[src/hdl/icfc_cmp.sv]
// ----------------------------------------------------------------------------
// icfc_cmp
// Shared containment compare: stored interval holds query interval.
// ----------------------------------------------------------------------------
`default_nettype none
module icfc_cmp #(
  parameter int unsigned TimeBits = 16
) (
  input  wire logic [TimeBits-1:0] q_lo_i,
  input  wire logic [TimeBits-1:0] q_hi_i,
  input  wire logic [TimeBits-1:0] s_lo_i,
  input  wire logic [TimeBits-1:0] s_hi_i,
  output logic                     hold_o
);
  assign hold_o = (s_lo_i <= q_lo_i) && (q_hi_i <= s_hi_i);
endmodule
`default_nettype wire

[config.mk]
export PLATFORM = sky130hd
export DESIGN_NAME = icfc_cmp
export DESIGN_NICKNAME = d
export VERILOG_FILES = /design/src/hdl/icfc_cmp.sv
export SDC_FILE = /design/constraint.sdc
export NUM_CORES = 1
export LEC_CHECK = 0
export CAP_MARGIN = 20
export CORE_AREA = 4 4 41 43
export DETAILED_ROUTE_END_ITERATION = 8
export DIE_AREA = 0 0 45 47
export DONT_BUFFER_PORTS = 1
export GPL_TIMING_DRIVEN = 0
export PLACE_DENSITY_LB_ADDON = 0.08
export SETUP_SLACK_MARGIN = 0.02
export SYNTH_ARGS = -nofsm -noshare
export SYNTH_HDL_FRONTEND = slang
export SYNTH_SLANG_ARGS = --single-unit
[constraint.sdc]
create_clock -name vclk -period 2
set_clock_uncertainty 0.2 [all_clocks]
set_input_delay 0.2 -clock vclk [all_inputs]
set_output_delay 0.2 -clock vclk [all_outputs]
set_load 0.005 [all_outputs]
==> Implementation_results.wiki <==
{| class="wikitable"
! Metric !! Value
|-
| Run status || complete, but fails checks
|-
| Violations in the final reports || negative setup slack
|-
| Inst Count DP || between 100 and 150
|-
| Number of global-route vias before repair || 724
|-
| Highest achievable clock rate || 0.495 GHz
|-
| Routed vias/inst || 5.80
|-
| Number of standard cells in the final layout excluding fillers || 130
|-
| Library cell with the largest summed area after synthesis || ha_1
|-
| Growth of design area from synthesis to finish || 16.5%
|-
| CP Class || in -> out
|-
| Number of slew-limit violations in the final report || 0
|-
| Most numerous cell in the Yosys netlist || inv_1
|-
| Ratio of cells with drive above 1 in the final layout || 0.122
|-
| Share of synthesized area occupied by flip-flops and latches || 0
|-
| Area taken by multi-input logic gates || approximately 790 um^2
|-
| Sequential cells || 0
|-
| Pin count of the biggest net entering global routing || 5
|-
| Final Util || 0.718
|-
| Hold Crit Depth || 4
|-
| Cell types occupying the most area after synthesis || ha_1 (50%), inv_1 (16%), a21oi_1 (8.7%)
|-
| GRT Residual Overflow || 0
|-
| Via Count || 754
|-
| CLK BUF || 0
|-
| Total global-route track usage || 0.168
|-
| Logic gate share of total power || 1.000
|-
| Fillers || 110
|-
| Final nets || 213
|-
| Synth top cells by count || inv_1 (34), ha_1 (32), a21oi_1 (14)
|-
| Tcrit/Tclk final || 1.01
|-
| Count of TritonRoute iterations in the first routing pass || 4
|-
| Storage cell area || 0 um^2
|-
| Hold path start || q_hi_i[15]
|-
| Final critical path time including I/O delays and setup || 2020 ps
|-
| Routed wire length || approximately 1800 um
|-
| Transition time at the pin with the least slew margin || 252 ps
|-
| Static leakage power || 0.000511 uW
|-
| Setup-violating endpoint count in the final report || 1
|-
| Starting DRC count in detailed routing || 11
|-
| Core Box Area || 1300 um^2
|-
| Routing usage on met1 || 0.204
|-
| Fraction of power consumed by sequential logic || 0
|-
| Vert. Die Dim || roughly 47 um
|-
| Worst setup margin || -19.7 ps
|-
| Maximum vdd drop || between 0.09 and 0.1 mV
|-
| Final GP Congestion || approximately 0.7
|-
| Placed wire-length estimate after detailed placement || approximately 1600 um
|-
| Max_slew headroom || 0.832
|-
| Number of buffers inserted by port buffering || 0
|-
| Netlist area before placement || 802 um^2
|-
| Power per cell area || 176 nW/um^2
|-
| Required @ worst endpoint || 1600 ps
|-
| Post-Synthesis Mean Instance Area || 6.97 um^2
|-
| Final Hold Fails || 0
|-
| Biggest fanout along the worst timing path || 2
|-
| Highest-utilization routing layer at the global route stage || met2
|-
| Global-route wire length before repair || between 2000 and 3000 um
|-
| Sum of negative setup slack || -19.7 ps
|-
| Routed Antenna Nets || 0
|-
| Switching power share of the total || 0.502
|-
| Std-Cell Rows || 13
|-
| Crit path arrival time || 1620 ps
|-
| Clock power frac || 0
|-
| Setup crit start kind || input port
|-
| Full die area || 2120 um^2
|-
| Net count after synthesis || 211
|-
| Type of the worst min-delay path || in -> out
|-
| I/O pin count || 65
|-
| Antenna violations before repair || 0
|-
| Top-area cell type share of the netlist area || 0.499
|-
| GR Layer Usage met2 || 0.331
|-
| GR Util met3 || 0.0230
|-
| Distinct cells, synth || 15
|-
| RSZ-0062 raised after global routing || yes
|-
| Starting Density || 0.616
|-
| MaxCap Viol Count || 0
|-
| Worst hold slack across all endpoints || ~520 ps
|-
| Antenna Diode Count || 0
|-
| DRC viols || 0
|-
| Worst hold path endpoint || hold_o
|-
| Internal Power || 81.8 uW
|-
| Number of cells produced by synthesis || 115
|-
| Yosys Warn Count || 0
|-
| Net Sw Power || 82.5 uW
|-
| Kind of end point of the critical path || output port
|-
| X dimension of the die || 45 um
|-
| DR WL/cell || 13.7 um
|}
[kinds of logic after synthesis]
kind of cell / Yosys count / share of synthesized area
buf+inv: 34 / 0.159
simple gates: 26 / 0.170
fa+ha+maj: 32 / 0.499
compound gates: 23 / 0.172
[worst max path at each step]
stage	from	end	slack, ps	cells past startpoint
finish	q_lo_i[8]	hold_o	-20	6
global route	s_hi_i[14]	hold_o	-80	6
CTS	q_lo_i[8]	hold_o	-10	6
detailed placement	s_hi_i[9]	hold_o	-80	6
global placement	s_hi_i[9]	hold_o	-70	6
floorplan	s_hi_i[9]	hold_o	20	6
[repair_timing]
action | 4_1_cts | 5_1_grt
endpoints found under the setup margin | 1 | 1
pin swaps | 5 | 0
resized for setup | 8 | 3
hold buffers | 0 | 0
buffers inserted | 0 | 0
[layout make-up]
class	count	area share
well taps	15	0.0201
multi-input cells	81	0.843
inverters	34	0.137
[metal layers]
metal	vias up	wire [um]
li1	400	-
met1	309	759
met2	45	853
met3	0	169
met4	0	0
met5	-	0
[cells in the final DEF (no fill, tap or decap)]
cell      synthesis  layout
ha_4              0       8
o221ai_1          2       2
and4_1            1       1
o21ai_0           2       2
a22oi_2           0       1
nand2_1          12      12
a21oi_1          14      14
nand4_1           4       4
or3_1             2       1
a221oi_1          2       2
ha_1             32      24
or4_1             2       1
or3_4             0       1
and4_2            1       1
inv_1            34      32
inv_2             0       2
or4_4             0       1
nand3_1           4       4
o21a_1            2       2
[worst max-delay path: stages]
cell,delay [ps]
inv_1,20
ha_1,280
nand4_1,100
or4_4,490
or3_4,340
a22oi_2,190
[power by group through the flow]
| stage | sequential, uW | clock [uW] | combinational [uW] |
|---|---|---|---|
| 2_1_floorplan | 0 | 0 | 119 |
| 3_3_place_gp | 0 | 0 | 139 |
| 3_5_place_dp | 0 | 0 | 148 |
| 4_1_cts | 0 | 0 | 161 |
| 5_1_grt | 0 | 0 | 198 |
| 6_report | 0 | 0 | 164 |
[stage by stage]
step	setup WS, ps	cell area [um^2]	power, uW
floorplan	20.6	820	119
global placement	-72.4	838	139
detailed placement	-76.1	838	148
CTS	-11.7	913	161
global route	-75.2	935	198
finish	-19.7	935	164
Power figures use the tool's default switching activity.
